$ cat src/design/assert_macros.svh
// Assertion macros for the cipher modules, used by the controller.
// Depends on nothing; included by files that carry assertions.
`ifndef ASSERT_MACROS_SVH
`define ASSERT_MACROS_SVH
// Implication checked at every rising clock edge outside reset.
`define ASSERT_IMPL(label, clk, rst_n, ante, cons) \
	label: assert property (@(posedge clk) disable iff (!rst_n) (ante) |-> (cons)) \
		else $error("assertion failed");
// Next-cycle implication checked outside reset.
`define ASSERT_NEXT(label, clk, rst_n, ante, cons) \
	label: assert property (@(posedge clk) disable iff (!rst_n) (ante) |=> (cons)) \
		else $error("assertion failed");
`endif

$ cat src/design/aes_pkg.sv
// Package for the AES-256 CBC cipher: payload types, codes, S-box and round functions.
// Depends on nothing; used by the datapath, the controller and the top level.
`timescale 1ns / 1ps
package aes_pkg;
	localparam int unsigned NumRounds = 14;
	localparam int unsigned NumKeyWords = 60;
	localparam int unsigned BlockBytes = 16;

	typedef struct packed {
		logic [63:0] block_high;
		logic [63:0] block_low;
		logic        first_block;
		logic        message_end;
	} in_item_t;

	typedef struct packed {
		logic [63:0] result_high;
		logic [63:0] result_low;
		logic        message_end_out;
	} out_item_t;

	typedef enum logic [2:0] {
		REG_KEY0 = 3'd0, REG_KEY1 = 3'd1, REG_KEY2 = 3'd2, REG_KEY3 = 3'd3,
		REG_IV_HIGH = 3'd4, REG_IV_LOW = 3'd5, REG_MODE = 3'd6
	} reg_index_t;

	typedef enum logic [2:0] {
		ST_EXPAND, ST_IDLE, ST_LOAD, ST_ROUND, ST_FINISH, ST_OUT
	} ctrl_state_t;

	// Commands from the controller to the datapath.
	typedef struct packed {
		logic       exp_start;
		logic       exp_step;
		logic [5:0] exp_idx;
		logic       load;
		logic       round;
		logic [3:0] rnd;
		logic       finish;
		logic       out_set;
		logic       out_clr;
	} dp_cmd_t;

	// Status from the datapath to the controller.
	typedef struct packed {
		logic out_full;
	} dp_stat_t;

	function automatic logic [7:0] xt(input logic [7:0] a);
		xt = {a[6:0], 1'b0} ^ (a[7] ? 8'h1b : 8'h00);
	endfunction

	function automatic logic [7:0] sbox(input logic [7:0] x);
		logic [7:0] t [256];
		t = '{
		8'h63,8'h7c,8'h77,8'h7b,8'hf2,8'h6b,8'h6f,8'hc5,8'h30,8'h01,8'h67,8'h2b,8'hfe,8'hd7,8'hab,8'h76,
		8'hca,8'h82,8'hc9,8'h7d,8'hfa,8'h59,8'h47,8'hf0,8'had,8'hd4,8'ha2,8'haf,8'h9c,8'ha4,8'h72,8'hc0,
		8'hb7,8'hfd,8'h93,8'h26,8'h36,8'h3f,8'hf7,8'hcc,8'h34,8'ha5,8'he5,8'hf1,8'h71,8'hd8,8'h31,8'h15,
		8'h04,8'hc7,8'h23,8'hc3,8'h18,8'h96,8'h05,8'h9a,8'h07,8'h12,8'h80,8'he2,8'heb,8'h27,8'hb2,8'h75,
		8'h09,8'h83,8'h2c,8'h1a,8'h1b,8'h6e,8'h5a,8'ha0,8'h52,8'h3b,8'hd6,8'hb3,8'h29,8'he3,8'h2f,8'h84,
		8'h53,8'hd1,8'h00,8'hed,8'h20,8'hfc,8'hb1,8'h5b,8'h6a,8'hcb,8'hbe,8'h39,8'h4a,8'h4c,8'h58,8'hcf,
		8'hd0,8'hef,8'haa,8'hfb,8'h43,8'h4d,8'h33,8'h85,8'h45,8'hf9,8'h02,8'h7f,8'h50,8'h3c,8'h9f,8'ha8,
		8'h51,8'ha3,8'h40,8'h8f,8'h92,8'h9d,8'h38,8'hf5,8'hbc,8'hb6,8'hda,8'h21,8'h10,8'hff,8'hf3,8'hd2,
		8'hcd,8'h0c,8'h13,8'hec,8'h5f,8'h97,8'h44,8'h17,8'hc4,8'ha7,8'h7e,8'h3d,8'h64,8'h5d,8'h19,8'h73,
		8'h60,8'h81,8'h4f,8'hdc,8'h22,8'h2a,8'h90,8'h88,8'h46,8'hee,8'hb8,8'h14,8'hde,8'h5e,8'h0b,8'hdb,
		8'he0,8'h32,8'h3a,8'h0a,8'h49,8'h06,8'h24,8'h5c,8'hc2,8'hd3,8'hac,8'h62,8'h91,8'h95,8'he4,8'h79,
		8'he7,8'hc8,8'h37,8'h6d,8'h8d,8'hd5,8'h4e,8'ha9,8'h6c,8'h56,8'hf4,8'hea,8'h65,8'h7a,8'hae,8'h08,
		8'hba,8'h78,8'h25,8'h2e,8'h1c,8'ha6,8'hb4,8'hc6,8'he8,8'hdd,8'h74,8'h1f,8'h4b,8'hbd,8'h8b,8'h8a,
		8'h70,8'h3e,8'hb5,8'h66,8'h48,8'h03,8'hf6,8'h0e,8'h61,8'h35,8'h57,8'hb9,8'h86,8'hc1,8'h1d,8'h9e,
		8'he1,8'hf8,8'h98,8'h11,8'h69,8'hd9,8'h8e,8'h94,8'h9b,8'h1e,8'h87,8'he9,8'hce,8'h55,8'h28,8'hdf,
		8'h8c,8'ha1,8'h89,8'h0d,8'hbf,8'he6,8'h42,8'h68,8'h41,8'h99,8'h2d,8'h0f,8'hb0,8'h54,8'hbb,8'h16};
		sbox = t[x];
	endfunction

	function automatic logic [7:0] inv_sbox(input logic [7:0] x);
		logic [7:0] t [256];
		t = '{
		8'h52,8'h09,8'h6a,8'hd5,8'h30,8'h36,8'ha5,8'h38,8'hbf,8'h40,8'ha3,8'h9e,8'h81,8'hf3,8'hd7,8'hfb,
		8'h7c,8'he3,8'h39,8'h82,8'h9b,8'h2f,8'hff,8'h87,8'h34,8'h8e,8'h43,8'h44,8'hc4,8'hde,8'he9,8'hcb,
		8'h54,8'h7b,8'h94,8'h32,8'ha6,8'hc2,8'h23,8'h3d,8'hee,8'h4c,8'h95,8'h0b,8'h42,8'hfa,8'hc3,8'h4e,
		8'h08,8'h2e,8'ha1,8'h66,8'h28,8'hd9,8'h24,8'hb2,8'h76,8'h5b,8'ha2,8'h49,8'h6d,8'h8b,8'hd1,8'h25,
		8'h72,8'hf8,8'hf6,8'h64,8'h86,8'h68,8'h98,8'h16,8'hd4,8'ha4,8'h5c,8'hcc,8'h5d,8'h65,8'hb6,8'h92,
		8'h6c,8'h70,8'h48,8'h50,8'hfd,8'hed,8'hb9,8'hda,8'h5e,8'h15,8'h46,8'h57,8'ha7,8'h8d,8'h9d,8'h84,
		8'h90,8'hd8,8'hab,8'h00,8'h8c,8'hbc,8'hd3,8'h0a,8'hf7,8'he4,8'h58,8'h05,8'hb8,8'hb3,8'h45,8'h06,
		8'hd0,8'h2c,8'h1e,8'h8f,8'hca,8'h3f,8'h0f,8'h02,8'hc1,8'haf,8'hbd,8'h03,8'h01,8'h13,8'h8a,8'h6b,
		8'h3a,8'h91,8'h11,8'h41,8'h4f,8'h67,8'hdc,8'hea,8'h97,8'hf2,8'hcf,8'hce,8'hf0,8'hb4,8'he6,8'h73,
		8'h96,8'hac,8'h74,8'h22,8'he7,8'had,8'h35,8'h85,8'he2,8'hf9,8'h37,8'he8,8'h1c,8'h75,8'hdf,8'h6e,
		8'h47,8'hf1,8'h1a,8'h71,8'h1d,8'h29,8'hc5,8'h89,8'h6f,8'hb7,8'h62,8'h0e,8'haa,8'h18,8'hbe,8'h1b,
		8'hfc,8'h56,8'h3e,8'h4b,8'hc6,8'hd2,8'h79,8'h20,8'h9a,8'hdb,8'hc0,8'hfe,8'h78,8'hcd,8'h5a,8'hf4,
		8'h1f,8'hdd,8'ha8,8'h33,8'h88,8'h07,8'hc7,8'h31,8'hb1,8'h12,8'h10,8'h59,8'h27,8'h80,8'hec,8'h5f,
		8'h60,8'h51,8'h7f,8'ha9,8'h19,8'hb5,8'h4a,8'h0d,8'h2d,8'he5,8'h7a,8'h9f,8'h93,8'hc9,8'h9c,8'hef,
		8'ha0,8'he0,8'h3b,8'h4d,8'hae,8'h2a,8'hf5,8'hb0,8'hc8,8'heb,8'hbb,8'h3c,8'h83,8'h53,8'h99,8'h61,
		8'h17,8'h2b,8'h04,8'h7e,8'hba,8'h77,8'hd6,8'h26,8'he1,8'h69,8'h14,8'h63,8'h55,8'h21,8'h0c,8'h7d};
		inv_sbox = t[x];
	endfunction

	function automatic logic [31:0] sub_word(input logic [31:0] w);
		sub_word = {sbox(w[31:24]), sbox(w[23:16]), sbox(w[15:8]), sbox(w[7:0])};
	endfunction

	// Byte i of the state sits at bits [127-8i -: 8].
	function automatic logic [127:0] sub_shift(input logic [127:0] s, input logic inv);
		logic [127:0] t;
		t = '0;
		for (int c = 0; c < 4; c++) begin
			for (int r = 0; r < 4; r++) begin
				if (inv)
					t[127 - 8*(4*((c+r)&3)+r) -: 8] = inv_sbox(s[127 - 8*(4*c+r) -: 8]);
				else
					t[127 - 8*(4*c+r) -: 8] = sbox(s[127 - 8*(4*((c+r)&3)+r) -: 8]);
			end
		end
		sub_shift = t;
	endfunction

	function automatic logic [127:0] mix(input logic [127:0] s, input logic inv);
		logic [127:0] t;
		logic [7:0] a0, a1, a2, a3, b0, b1, b2, b3, u, v;
		t = '0;
		for (int c = 0; c < 4; c++) begin
			a0 = s[127 - 8*(4*c) -: 8];
			a1 = s[127 - 8*(4*c+1) -: 8];
			a2 = s[127 - 8*(4*c+2) -: 8];
			a3 = s[127 - 8*(4*c+3) -: 8];
			if (inv) begin
				// Inverse mix as a pre-multiply followed by the forward mix.
				u = xt(xt(a0 ^ a2));
				v = xt(xt(a1 ^ a3));
				a0 = a0 ^ u; a1 = a1 ^ v; a2 = a2 ^ u; a3 = a3 ^ v;
			end
			b0 = xt(a0) ^ xt(a1) ^ a1 ^ a2 ^ a3;
			b1 = a0 ^ xt(a1) ^ xt(a2) ^ a2 ^ a3;
			b2 = a0 ^ a1 ^ xt(a2) ^ xt(a3) ^ a3;
			b3 = xt(a0) ^ a0 ^ a1 ^ a2 ^ xt(a3);
			t[127 - 8*(4*c) -: 32] = {b0, b1, b2, b3};
		end
		mix = t;
	endfunction
endpackage

$ cat src/design/aes_ctrl.sv
// Controller state machine: key expansion sequencing and round sequencing.
// Depends on aes_pkg and assert_macros.svh.
`timescale 1ns / 1ps
`include "assert_macros.svh"
module aes_ctrl (
	input  logic              clk,
	input  logic              arst_n,
	input  logic              key_wr,
	input  logic              enc,
	input  logic              in_valid,
	output logic              in_ready,
	input  logic              out_ready,
	input  aes_pkg::dp_stat_t stat,
	output aes_pkg::dp_cmd_t  cmd,
	output logic              out_valid
);
	import aes_pkg::*;

	ctrl_state_t state_q, state_d;
	logic [5:0]  idx_q;
	logic [3:0]  rnd_q;
	logic        enc_q;
	logic        restart_q;

	// Next state.
	always_comb begin
		state_d = state_q;
		case (state_q)
			ST_EXPAND: if (idx_q == 6'(NumKeyWords - 1)) state_d = ST_IDLE;
			ST_IDLE:   if (key_wr) state_d = ST_EXPAND;
			           else if (in_valid) state_d = ST_LOAD;
			ST_LOAD:   state_d = ST_ROUND;
			ST_ROUND:  if (rnd_q == 4'(NumRounds - 1) - 4'd0 && enc_q) state_d = ST_FINISH;
			           else if (rnd_q == 4'd1 && !enc_q) state_d = ST_FINISH;
			ST_FINISH: state_d = ST_OUT;
			ST_OUT:    if (!stat.out_full || out_ready) state_d = ST_IDLE;
			default:   state_d = ST_IDLE;
		endcase
	end

	// Round-key set presented to the memory read port in the cycle before the key is used.
	logic [3:0] rd_set;
	always_comb begin
		case (state_q)
			ST_IDLE:  rd_set = enc ? 4'd0 : 4'(NumRounds);
			ST_LOAD:  rd_set = enc_q ? 4'd1 : 4'(NumRounds - 1);
			ST_ROUND: rd_set = enc_q ? rnd_q + 4'd1 : rnd_q - 4'd1;
			default:  rd_set = 4'd0;
		endcase
	end

	// Outputs.
	always_comb begin
		cmd = '0;
		cmd.exp_idx   = idx_q;
		cmd.exp_step  = (state_q == ST_EXPAND) && !restart_q;
		cmd.exp_start = restart_q;
		cmd.load      = (state_q == ST_IDLE) && in_valid && !key_wr;
		cmd.rnd       = rd_set;
		cmd.round     = (state_q == ST_ROUND);
		cmd.finish    = (state_q == ST_FINISH);
		cmd.out_set   = (state_q == ST_OUT) && (!stat.out_full || out_ready);
		cmd.out_clr   = out_ready;
		in_ready      = (state_q == ST_IDLE) && !key_wr;
		out_valid     = stat.out_full;
	end

	// Registers: state, expansion index, round counter, captured mode and restart flag.
	always_ff @(posedge clk or negedge arst_n) begin
		if (!arst_n) begin
			state_q   <= ST_EXPAND;
			idx_q     <= '0;
			rnd_q     <= '0;
			enc_q     <= 1'b1;
			restart_q <= 1'b1;
		end else begin
			state_q   <= key_wr ? ST_EXPAND : state_d;
			restart_q <= key_wr;
			if (key_wr || restart_q)
				idx_q <= '0;
			else if (state_q == ST_EXPAND)
				idx_q <= idx_q + 6'd1;
			if (cmd.load) begin
				enc_q <= enc;
				rnd_q <= enc ? 4'd0 : 4'(NumRounds);
			end else if (state_q == ST_LOAD || state_q == ST_ROUND) begin
				rnd_q <= enc_q ? rnd_q + 4'd1 : rnd_q - 4'd1;
			end
		end
	end

	`ASSERT_IMPL(a_no_load_busy, clk, arst_n, cmd.load, state_q == ST_IDLE)
	`ASSERT_IMPL(a_step_in_expand, clk, arst_n, cmd.exp_step, state_q == ST_EXPAND)
	`ASSERT_NEXT(a_finish_then_out, clk, arst_n, cmd.finish && !key_wr, state_q == ST_OUT)
endmodule

$ cat config.mk
export PLATFORM = sky130hd
export DESIGN_NAME = aes_ctrl
export DESIGN_NICKNAME = d
export VERILOG_FILES = /design/src/design/aes_pkg.sv /design/src/design/aes_ctrl.sv
export VERILOG_INCLUDE_DIRS = /design/src /design/src/design
export SDC_FILE = /design/constraint.sdc
export NUM_CORES = 1
export LEC_CHECK = 0
export ABC_AREA = 1
export BUFFER_PORTS_ARGS = -buffer_cell sky130_fd_sc_hd__buf_2
export CELL_PAD_IN_SITES_DETAIL_PLACEMENT = 1
export CELL_PAD_IN_SITES_GLOBAL_PLACEMENT = 2
export CORE_ASPECT_RATIO = 0.75
export CORE_MARGIN = 2
export CORE_UTILIZATION = 28
export CTS_BUF_LIST = sky130_fd_sc_hd__clkbuf_16
export CTS_CLUSTER_DIAMETER = 200
export DETAILED_ROUTE_END_ITERATION = 8
export PLACE_DENSITY = 0.86
export SLEW_MARGIN = 20
export SYNTH_ARGS = -nofsm -noshare
export SYNTH_HDL_FRONTEND = slang
export SYNTH_SLANG_ARGS = --single-unit
$ cat constraint.sdc
create_clock -name clk -period 1.5 [get_ports clk]
set_input_delay 0.3 -clock clk [delete_from_list [all_inputs] [get_ports clk]]
set_output_delay 0.3 -clock clk [all_outputs]
set_load 0.02 [all_outputs]
==> results of run 1 <==
==> logic make-up (layout without fill, tap and decap cells) <==
kind of cell,count (synthesis),in the layout,share of synthesized area (%)
adder cells (fa/ha/maj),4,4,4.495
AND/OR/NAND/NOR,107,107,43.93
buffers and inverters,30,86,11.35
XOR/XNOR,1,1,0.7867
AO/OA/AOI/OAI,11,11,5.506
flip-flops,15,15,33.93
==> state kept, by name (all words and copies together), names as in the netlist <==
| register | flops |
|---|---|
| enc_q | 1 |
| restart_q | 1 |
| idx_q | 6 |
| rnd_q | 4 |
| state_q | 3 |
==> layer usage <==
| metal | vias to the layer above | GRT usage [%] |
|---|---|---|
| met1 | 674 | 23.74 |
| met2 | 35 | 34.09 |
| li1 | 634 | - |
| met4 | 0 | 6.234 |
| met3 | 10 | 4.141 |
| met5 | - | 0 |
==> worst max path at each step <==
stage | start | end | slack [ns] | cells past startpoint
global placement | state_q[1] | cmd[6] | 0.02 | 8
CTS | enc_q | cmd[6] | -0.24 | 8
detailed placement | rnd_q[0] | cmd[4] | -0.05 | 6
floorplan | rnd_q[0] | cmd[4] | 0.01 | 5
global route | enc_q | cmd[5] | -0.36 | 7
finish | enc_q | cmd[5] | -0.34 | 8
==> final cells by class <==
class	count	area (um2)	area share, %
Multi-Input combinational cell	123	768.2	41.26
Timing Repair Buffer	56	457.9	24.60
Sequential cell	15	382.9	20.56
Inverter	26	105.1	5.645
Clock buffer	3	75.07	4.032
Tap cell	52	65.06	3.495
Clock inverter	1	7.507	0.4032
==> cell usage in the layout, fill, tap and decap left out, drive strengths merged <==
cell type / instances
a21oi: 5
buf: 55
clkbuf: 3
clkinv: 1
clkinvlp: 1
dfrtp: 13
dfstp: 2
dlygate4sd3: 1
ha: 4
inv: 25
nand2: 57
nand3: 16
nand3b: 1
nand4: 3
nor2: 27
nor3: 3
o21a: 1
o21ai: 5
xnor2: 1
==> metrics by stage <==
stage | instances | total power (uW) | utilization [%]
floorplan | 168 | 957.9 | -
global placement | 250 | 1126 | 36.00
detailed placement | 250 | 1152 | 36.00
CTS | 269 | 1995 | 45.22
global route | 276 | 2390 | 49.88
finish | 276 | 2277 | 49.88
==> critical path, stage by stage, from the launching register on <==
cell and delay, ns:
sky130_fd_sc_hd__dfstp_2 0.63, sky130_fd_sc_hd__inv_1 0.11, sky130_fd_sc_hd__nand2_2 0.07, sky130_fd_sc_hd__nand2_1 0.05, sky130_fd_sc_hd__nand2_1 0.05, sky130_fd_sc_hd__nand2_1 0.08
sky130_fd_sc_hd__nand2_1 0.08, sky130_fd_sc_hd__nand2_1 0.08, sky130_fd_sc_hd__buf_6 0.14
==> power by group <==
group          switching (uW)  internal (uW)
logic                     557            545
registers                 146            482
clock network             188            360
total                     891           1390
==> repair_timing <==
item | CTS | global route
buffers inserted | 14 | 10
endpoints found under the hold margin | 13 | 0
pin swaps | 10 | 12
gates resized for setup | 41 | 33
hold buffers | 1 | 0
endpoints found under the setup margin | 10 | 15
cloned | 0 | 0
==> impl_metrics.csv, run 1 <==
group,metric,value,unit
status,outcome,"finished with violations",
status,violations,"setup timing",
global_routing,global_route.overflow_total,0,
final_layout,drive_gt1_share,51.34,%
routing,drc_violation_total_after_the_first_tritonroute_iteration,51,
sta,layout_min_cycle_time,1.838,ns
placement,placed_cell_area,1344,um2
global_routing,grt_pass1_vias,1303,
routing,drc_errors,0,
routing,detail-route-antenna-nets,0,
synth,syn_nets,179,
power,static_leakage,0.0009544,uW
final_layout,layout.filler_cells,481,
sta,setup_viol,14,
hold_path,holdPathEnd,"restart_q",
routing,via_per_inst,4.902,
critical_path,timing.critical_path.arrival,1.54,ns
floorplan,core_area,3732,um2
sta,whs,0.2442,ns
clock_network,tritoncts,"built",
hold_path,timing.hold.worst_path_depth,1,
global_routing,antenna_found_initial,0,
floorplan,ios,26,
routing,drt-total-wl,4846,um
sta,fmax,0.5440,GHz
clock_network,cts-root-to-sink-buffers,2,
placement,detailedPlacementHpwl,2593,um
critical_path,regToRegEndpoint,"rnd_q[2]",
critical_path,worst_r2r_path_depth,12,
synth,syn_area,1114,um2
synth,top_cells_by_area_synth,"sky130_fd_sc_hd__dfrtp_1 29%, sky130_fd_sc_hd__nand2_1 18%, sky130_fd_sc_hd__nor2_1 7.4%",
clock_network,clock_sinks,15,
synth,yosysMostFrequentCell,"sky130_fd_sc_hd__nand2_1",
critical_path,critPathMaxFanout,6,
clock_network,clock_tree.root_cell,"sky130_fd_sc_hd__clkbuf_16",
synth,ys_seq_elements,15,
power,power_per_cell_area,1223,nW/um2
sta,report.final.hold_viol_count,0,
synth,synthesis.area_per_instance,6.628,um2
clock_network,cts_max_level,1,
routing,route.met3.wl,191,um
critical_path,critPathLaunchType,"flop",
routing,top_layer_used,"met4",
clock_network,clk_latency,0.25,ns
synth,ys_async_sr_fraction,100.0,%
synth,synth.largest_area_cell,"sky130_fd_sc_hd__dfrtp_1",
final_layout,layout-area-overhead-vs-synth,67.19,%
sta,tightest_slew,0.3788,ns
sta,fin_crit_sh,122.5,%
synth,synth_top_area_share,29.21,%
power,peakVddDrop,534.6,uV
synth,synth_commonest_cells,"53 x sky130_fd_sc_hd__nand2_1, 22 x sky130_fd_sc_hd__nor2_1, 19 x sky130_fd_sc_hd__inv_1",
sta,final_worst_setup_slack,-0.3381,ns
critical_path,critPathCaptureType,"output port",
sta,unrepaired_setup_endpoints_after_global_routing,"true",
routing,vias_after_detailed_routing,1353,
floorplan,floorplan.die_area,4503,um2
synth,yosysWarningCount,0,
floorplan,floorplan.initialDensity,29.84,%
final_layout,layout.nets,236,
critical_path,critPathRequiredTime,1.20,ns
synth,synth_seq_area_share,33.93,%
placement,port-buffer-count,25,
routing,routedLengthMet1,2102,um
clock_network,clkTransAtPathRegs,0.05,ns
final_layout,antenna-diode-count,0,
global_routing,grt_max_degree,16,
sta,timing_max_transition_violations_final,0,
final_layout,post_route_standard_cell_area_excluding_fillers,1862,um2
sta,fin_setup_tns,-1.898,ns
clock_network,cts-buffers-inserted,3,
global_routing,grt_first_pass_wirelength,6637,um
floorplan,dieHeight,58.62,um
job,cap_viol_max_count,0,
hold_path,hp-class,"primary input to flop",
floorplan,rows,19,
floorplan,chipWidth,76.82,um
sta,slew_headroom,74.74,%
placement,globalplace.congestion,0.8177,
critical_path,worst_r2r_startpoint,"enc_q",
routing,detail_route.first_pass.iterations,4,
synth,synth-edff-count,0,
synth,postSynthCellCount,168,
hold_path,min-delay-start,"key_wr",
routing,drt-wirelength-per-cell,17.56,um
critical_path,timing.reg2reg.setup_slack,-0.24,ns
synth,ys_types,26,
sta,worst_clock_skew,0.001659,ns
global_routing,grt_util_all_layers,19.23,%
placement,placement.setup.worst_slack,-0.04664,ns
critical_path,worstSetupPathType,"flop to output port",
routing,routed-wl-met2,2434,um
synth,synth-main-ff-cell,"sky130_fd_sc_hd__dfrtp_1",
Note: power is estimated with default switching activity, not from simulation.
==> run 2, diff against run 1 <==
CORE_ASPECT_RATIO = unset   (was 0.75)
==> run 2 against run 1 <==
- the flow still finishes with violations (setup timing)
- sequential power fell by 3%
- final cell count increased by 4.0%
- count of clock-buffer cells in the layout unchanged
- die area decreased by 0.11%
- flip-flop and latch count is the same
- non-clock buffer count rose by 15
- setup slack better by 0.0063 ns
- sequential share of layout area decreased by 2.5 points
- combinational power up 18%
- via count is 5.2% higher
==> impl_metrics.csv, run 2 (same netlist as run 1, synthesis figures left out) <==
group,metric,value,unit
status,outcome,"finished with violations",
status,violations,"setup timing",
final_layout,layout.filler_cells,457,
clock_network,tritoncts,"built",
critical_path,path_common_cell,"sky130_fd_sc_hd__nand2_2",
global_routing,antenna_found_initial,0,
final_layout,flip_flop_and_latch_area,381.6,um2
routing,drt-total-wl,5516,um
critical_path,critPathLaunchType,"flop",
critical_path,critPathMaxStageDelay,0.62,ns
critical_path,worstSetupPathType,"flop to output port",
global_routing,global_route.overflow_total,0,
global_routing,grt_first_pass_wirelength,6920,um
routing,vias_after_detailed_routing,1423,
routing,detail_route.first_pass.iterations,4,
sta,layout_min_cycle_time,1.832,ns
floorplan,floorplan.die_area,4498,um2
clock_network,cts-buffers-inserted,3,
clock_network,clkTransAtPathRegs,0.05,ns
clock_network,cts-root-to-sink-buffers,2,
sta,slew_headroom,74.33,%
critical_path,slowest_stage,"sky130_fd_sc_hd__dfstp_2",
clock_network,clock_sinks,15,
global_routing,grt_max_degree,16,
final_layout,layout-area-overhead-vs-synth,90.00,%
final_layout,biggestRegsByFlops,"idx_q (6), rnd_q (4), state_q (3)",
critical_path,crit_path_cell_trace,"inv_2 -> nand2_4 -> nand3b_1 -> nand2_2 -> nand2_2 -> nand2_2 -> buf_6",
global_routing,grt_util_all_layers,21.07,%
placement,detailedPlacementHpwl,2575,um
routing,detail-route-antenna-nets,0,
final_layout,post_route_standard_cell_area_excluding_fillers,2116,um2
floorplan,ios,26,
routing,drc_violation_total_after_the_first_tritonroute_iteration,48,
sta,tightest_slew,0.3850,ns
floorplan,core_area,3744,um2
power,power_per_cell_area,1158,nW/um2
sta,fin_crit_sh,122.1,%
routing,drt-wirelength-per-cell,19.22,um
final_layout,drive_gt1_share,64.02,%
final_layout,multi_input_comb_area,880.8,um2
floorplan,rows,22,
final_layout,register_with_the_most_flip_flops,"idx_q",
sta,unrepaired_setup_endpoints_after_global_routing,"true",
power,static_leakage,0.001082,uW
final_layout,layout.nets,251,
job,cap_viol_max_count,0,
final_layout,largest_reg_flops,6,
clock_network,cts_max_level,1,
critical_path,critPathRequiredTime,1.20,ns
routing,drc_errors,0,
hold_path,hp-class,"primary input to flop",
critical_path,critPathCaptureType,"output port",
clock_network,clock_tree.root_cell,"sky130_fd_sc_hd__clkbuf_16",
placement,port-buffer-count,25,
power,peakVddDrop,670.0,uV
clock_network,clk_latency,0.25,ns
sta,timing_max_transition_violations_final,0,
floorplan,dieHeight,67.07,um
sta,fmax,0.5459,GHz
final_layout,utilization,56.52,%
placement,placed_cell_area,1346,um2
routing,via_per_inst,4.958,
floorplan,chipWidth,67.07,um
sta,setup_viol,17,
floorplan,floorplan.initialDensity,29.75,%
sta,worst_clock_skew,0.002014,ns
critical_path,timing.critical_path.max_delay_family,"flip-flops",
critical_path,timing.critical_path.arrival,1.53,ns
sta,report.final.hold_viol_count,0,
placement,globalplace.congestion,0.8183,
final_layout,antenna-diode-count,0,
sta,final_worst_setup_slack,-0.3318,ns
sta,fin_setup_tns,-2.176,ns
critical_path,path_buf_inv,2,
critical_path,critPathMaxFanout,7,
global_routing,grt_pass1_vias,1474,
final_layout,most-common-layout-cells,"28 x sky130_fd_sc_hd__nand2_1, 28 x sky130_fd_sc_hd__buf_6, 27 x sky130_fd_sc_hd__buf_4",
## run 2: final timing paths
check                           startpoint         end  slack, ns  cells after the start
worst min-delay path                key_wr   restart_q       0.26                      1
min in group asynchronous           arst_n    rnd_q[1]       0.51                      2
worst min register to register    idx_q[4]    idx_q[4]       0.58                      2
max in group asynchronous           arst_n   restart_q       0.68                      2
worst max-delay path                 enc_q      cmd[5]      -0.33                      7
worst max register to register  state_q[1]  state_q[2]      -0.09                     12
## run 2: power by group
group	switching, uW	internal [uW]
sequential	130	479
combinational	664	635
clock	185	357
total	978	1470
## run 2: what timing repair did
item | CTS | global route
endpoints found under the hold margin | 13 | 0
setup endpoints to repair | 10 | 18
hold buffers | 1 | 0
pin swaps | 14 | 22
gates resized for setup | 41 | 80
setup buffers | 26 | 16
## run 2: final cells by class
class                      instances  area share (%)
clock buffer                       3           3.548
multi-input combinational        123           41.63
clock inverter                     1          0.2365
sequential                        15           18.04
timing repair buffer              71           28.50
inverter                          26           5.204
tap                               48           2.839
## run 2: metrics by stage
step	cells	setup slack [ns]	hold WS, ns	power, uW
floorplan	168	0.01144	0.004409	957.9
global placement	247	0.01467	0.2307	1104
detailed placement	247	-0.04916	0.2391	1139
CTS	277	-0.2377	0.2363	2027
global route	287	-0.3857	0.2537	2595
finish	287	-0.3318	0.2609	2449
## run 2: routing by layer
layer,share of wire [%],track usage [%]
met5,0,0
met2,54,37.25
met1,39,22.29
met4,4.3,14.03
met3,2.8,4.223
==> run 3, diff against run 2 <==
--- a/config.mk
+++ b/config.mk
@@ -12,9 +12,9 @@
 export CELL_PAD_IN_SITES_GLOBAL_PLACEMENT = 2
 export CORE_MARGIN = 2
-export CORE_UTILIZATION = 28
+export CORE_UTILIZATION = 25
 export CTS_BUF_LIST = sky130_fd_sc_hd__clkbuf_16
 export CTS_CLUSTER_DIAMETER = 200
 export DETAILED_ROUTE_END_ITERATION = 8
-export PLACE_DENSITY = 0.86
+export PLACE_DENSITY = 0.82
 export SLEW_MARGIN = 20
 export SYNTH_ARGS = -nofsm -noshare
==> constraint.sdc (replaced) <==
create_clock -name clk -period 1.6 [get_ports clk]
set_input_delay 0.48 -clock clk [delete_from_list [all_inputs] [get_ports clk]]
set_output_delay 0.48 -clock clk [all_outputs]
set_load 0.02 [all_outputs]
==> run 3 against run 2 <==
- the run still ends with setup timing left
- routed wire length is 14% lower
- setup slack got worse by 0.028 ns
- count of clock-buffer cells in the layout did not move
- final cell count grew 3.1%
- non-clock buffer count grew 5
- die area rose by 11%
- sequential power shrank 6.1%
- first-iteration DRC count grew 4.2%
- total power is 19% lower
- largest power group unchanged
- highest routed layer unchanged
==> impl_metrics.csv, run 3 (same netlist as run 1, synthesis figures left out) <==
group,metric,value,unit
global_routing,grt_first_pass_wirelength,6348,um
sta,tightest_slew,0.3843,ns
routing,vias_after_detailed_routing,1392,
sta,slew_headroom,74.38,%
placement,detailedPlacementHpwl,2646,um
job,cap_viol_max_count,0,
floorplan,floorplan.initialDensity,25.75,%
placement,port-buffer-count,25,
final_layout,layout.nets,256,
routing,drc_violation_total_after_the_first_tritonroute_iteration,50,
global_routing,grt_pass1_vias,1358,
critical_path,path_common_cell,"sky130_fd_sc_hd__nand2_1",
sta,report.final.hold_viol_count,0,
placement,globalplace.congestion,0.7449,
sta,unrepaired_setup_endpoints_after_global_routing,"true",
routing,detail_route.first_pass.iterations,4,
clock_network,cts-buffers-inserted,3,
final_layout,register_with_the_most_flip_flops,"idx_q",
global_routing,antenna_found_initial,0,
final_layout,instances_no_fill,296,
critical_path,slowest_stage,"sky130_fd_sc_hd__dfrtp_2",
sta,final_worst_setup_slack,-0.3602,ns
final_layout,most-common-layout-cells,"40 x sky130_fd_sc_hd__nand2_1, 39 x sky130_fd_sc_hd__buf_4, 22 x sky130_fd_sc_hd__buf_6",
status,outcome,"finished with violations",
routing,detail-route-antenna-nets,0,
power,static_leakage,0.001069,uW
sta,worst_clock_skew,0.0008037,ns
sta,timing_max_transition_violations_final,0,
sta,setup_viol,12,
floorplan,dieHeight,70.74,um
critical_path,worstSetupPathType,"flop to output port",
final_layout,drive_gt1_share,56.97,%
critical_path,critPathMaxStageDelay,0.44,ns
clock_network,clock_sinks,15,
routing,drt-wirelength-per-cell,16.05,um
hold_path,hp-class,"primary input to async pin",
floorplan,rows,24,
critical_path,worst_r2r_path_depth,11,
global_routing,global_route.overflow_total,0,
global_routing,grt_util_all_layers,15.88,%
floorplan,core_area,4324,um2
clock_network,clock_tree.root_cell,"sky130_fd_sc_hd__clkbuf_16",
critical_path,path_depth,10,
final_layout,layout-area-overhead-vs-synth,84.72,%
status,violations,"setup timing",
clock_network,clk_latency,0.25,ns
routing,drt-total-wl,4752,um
sta,whs,0.1493,ns
floorplan,floorplan.die_area,5004,um2
final_layout,antenna-diode-count,0,
critical_path,critPathCaptureType,"output port",
routing,drc_errors,0,
floorplan,ios,26,
final_layout,layout.cells.most_common,"sky130_fd_sc_hd__nand2_1",
sta,fmax,0.5102,GHz
power,power_per_cell_area,966.1,nW/um2
critical_path,crit_path_cell_trace,"inv_2 -> ha_4 -> inv_2 -> nand2_2 -> nand2_1 -> nand2_1 -> nand2_2 -> nand2_1 -> nand2_1 -> buf_6",
clock_network,cts_max_level,1,
clock_network,cts-root-to-sink-buffers,2,
floorplan,chipWidth,70.74,um
critical_path,critPathRequiredTime,1.12,ns
global_routing,grt_max_degree,16,
critical_path,critPathMaxFanout,4,
clock_network,clkTransAtPathRegs,0.05,ns
sta,fin_crit_sh,122.5,%
critical_path,critPathLaunchType,"flop",
placement,place.detailed.instances,267,
final_layout,biggestRegsByFlops,"idx_q (6), rnd_q (4), state_q (3)",
power,peakVddDrop,370.0,uV
sta,layout_min_cycle_time,1.960,ns
critical_path,timing.critical_path.max_delay_family,"flip-flops",
clock_network,cts_hold_buffers,0,
clock_network,tritoncts,"built",
routing,via_per_inst,4.703,
critical_path,timing.critical_path.arrival,1.48,ns
final_layout,largest_reg_flops,6,
critical_path,path_buf_inv,3,
==> run 3: cell count changes in the layout (fill, tap and decap cells not counted), sizes merged <==
| cell | before | now |
|---|---|---|
| buf | 70 | 76 |
| clkinv | 2 | 1 |
| dlygate4sd3 | 1 | 0 |
| inv | 25 | 26 |
==> run 3: repair_timing <==
action                     CTS  global route
hold endpoints to repair     0             0
setup endpoints to repair   10            15
pin swaps                   18            25
buffers inserted            19            12
resized for setup           47            43
==> run 3: routing by layer <==
layer	vias to the layer above	part of all wire, %	track usage, %
met2	27	53	27.31
li1	672	-	-
met5	-	0	0
met1	685	43	20.26
met4	0	2.5	5.870
met3	8	1.9	2.137
==> run 3: stage by stage <==
stage	utilization, %	power, uW	setup slack (ns)	area (um2)	setup TNS (ns)
after global routing	47.57	2097	-0.4121	2057	-2.719
final	47.57	1987	-0.3602	2057	-2.084
after detailed placement	34.11	1163	-0.07849	1475	-0.1921
after CTS	42.80	1825	-0.2815	1851	-1.352
after floorplan	-	900.9	-0.01228	1117	-0.01860
after global placement	34.11	1146	-0.05605	1475	-0.1381
==> run 3: worst paths after layout <==
kind	end	start	slack, ns
max in group asynchronous	enc_q	arst_n	1.14
hold reg to reg	idx_q[1]	idx_q[1]	0.58
setup reg to reg	state_q[2]	state_q[0]	-0.02
min in group clk	restart_q	key_wr	0.58
hold / removal	idx_q[5]	arst_n	0.15
setup / recovery	cmd[5]	rnd_q[0]	-0.36
==> run 3: final cells by class <==
cell class	instances	area, um2
Inverter	26	105.1
Timing Repair Buffer	76	615.6
Clock buffer	3	75.07
Fill cell	541	2267
Clock inverter	1	3.754
Multi-Input combinational cell	123	809.5
Sequential cell	15	382.9
Tap cell	52	65.06
==> run 3: worst reg2reg max path: stages (launching register included) <==
cell and delay, ns:
sky130_fd_sc_hd__dfrtp_2 0.46, sky130_fd_sc_hd__inv_2 0.11, sky130_fd_sc_hd__buf_6 0.10, sky130_fd_sc_hd__buf_6 0.11
sky130_fd_sc_hd__nand2_4 0.06, sky130_fd_sc_hd__buf_4 0.14, sky130_fd_sc_hd__nor2_4 0.13, sky130_fd_sc_hd__nand3_2 0.08
sky130_fd_sc_hd__nand2_2 0.12, sky130_fd_sc_hd__nor2_4 0.05, sky130_fd_sc_hd__nand2_1 0.07, sky130_fd_sc_hd__nand2_1 0.06
==> run 3: power breakdown <==
part / total, uW / switching [uW] / internal (uW)
Sequential: 572 / 120 / 452
Combinational: 926 / 463 / 463
Clock: 490 / 158 / 332
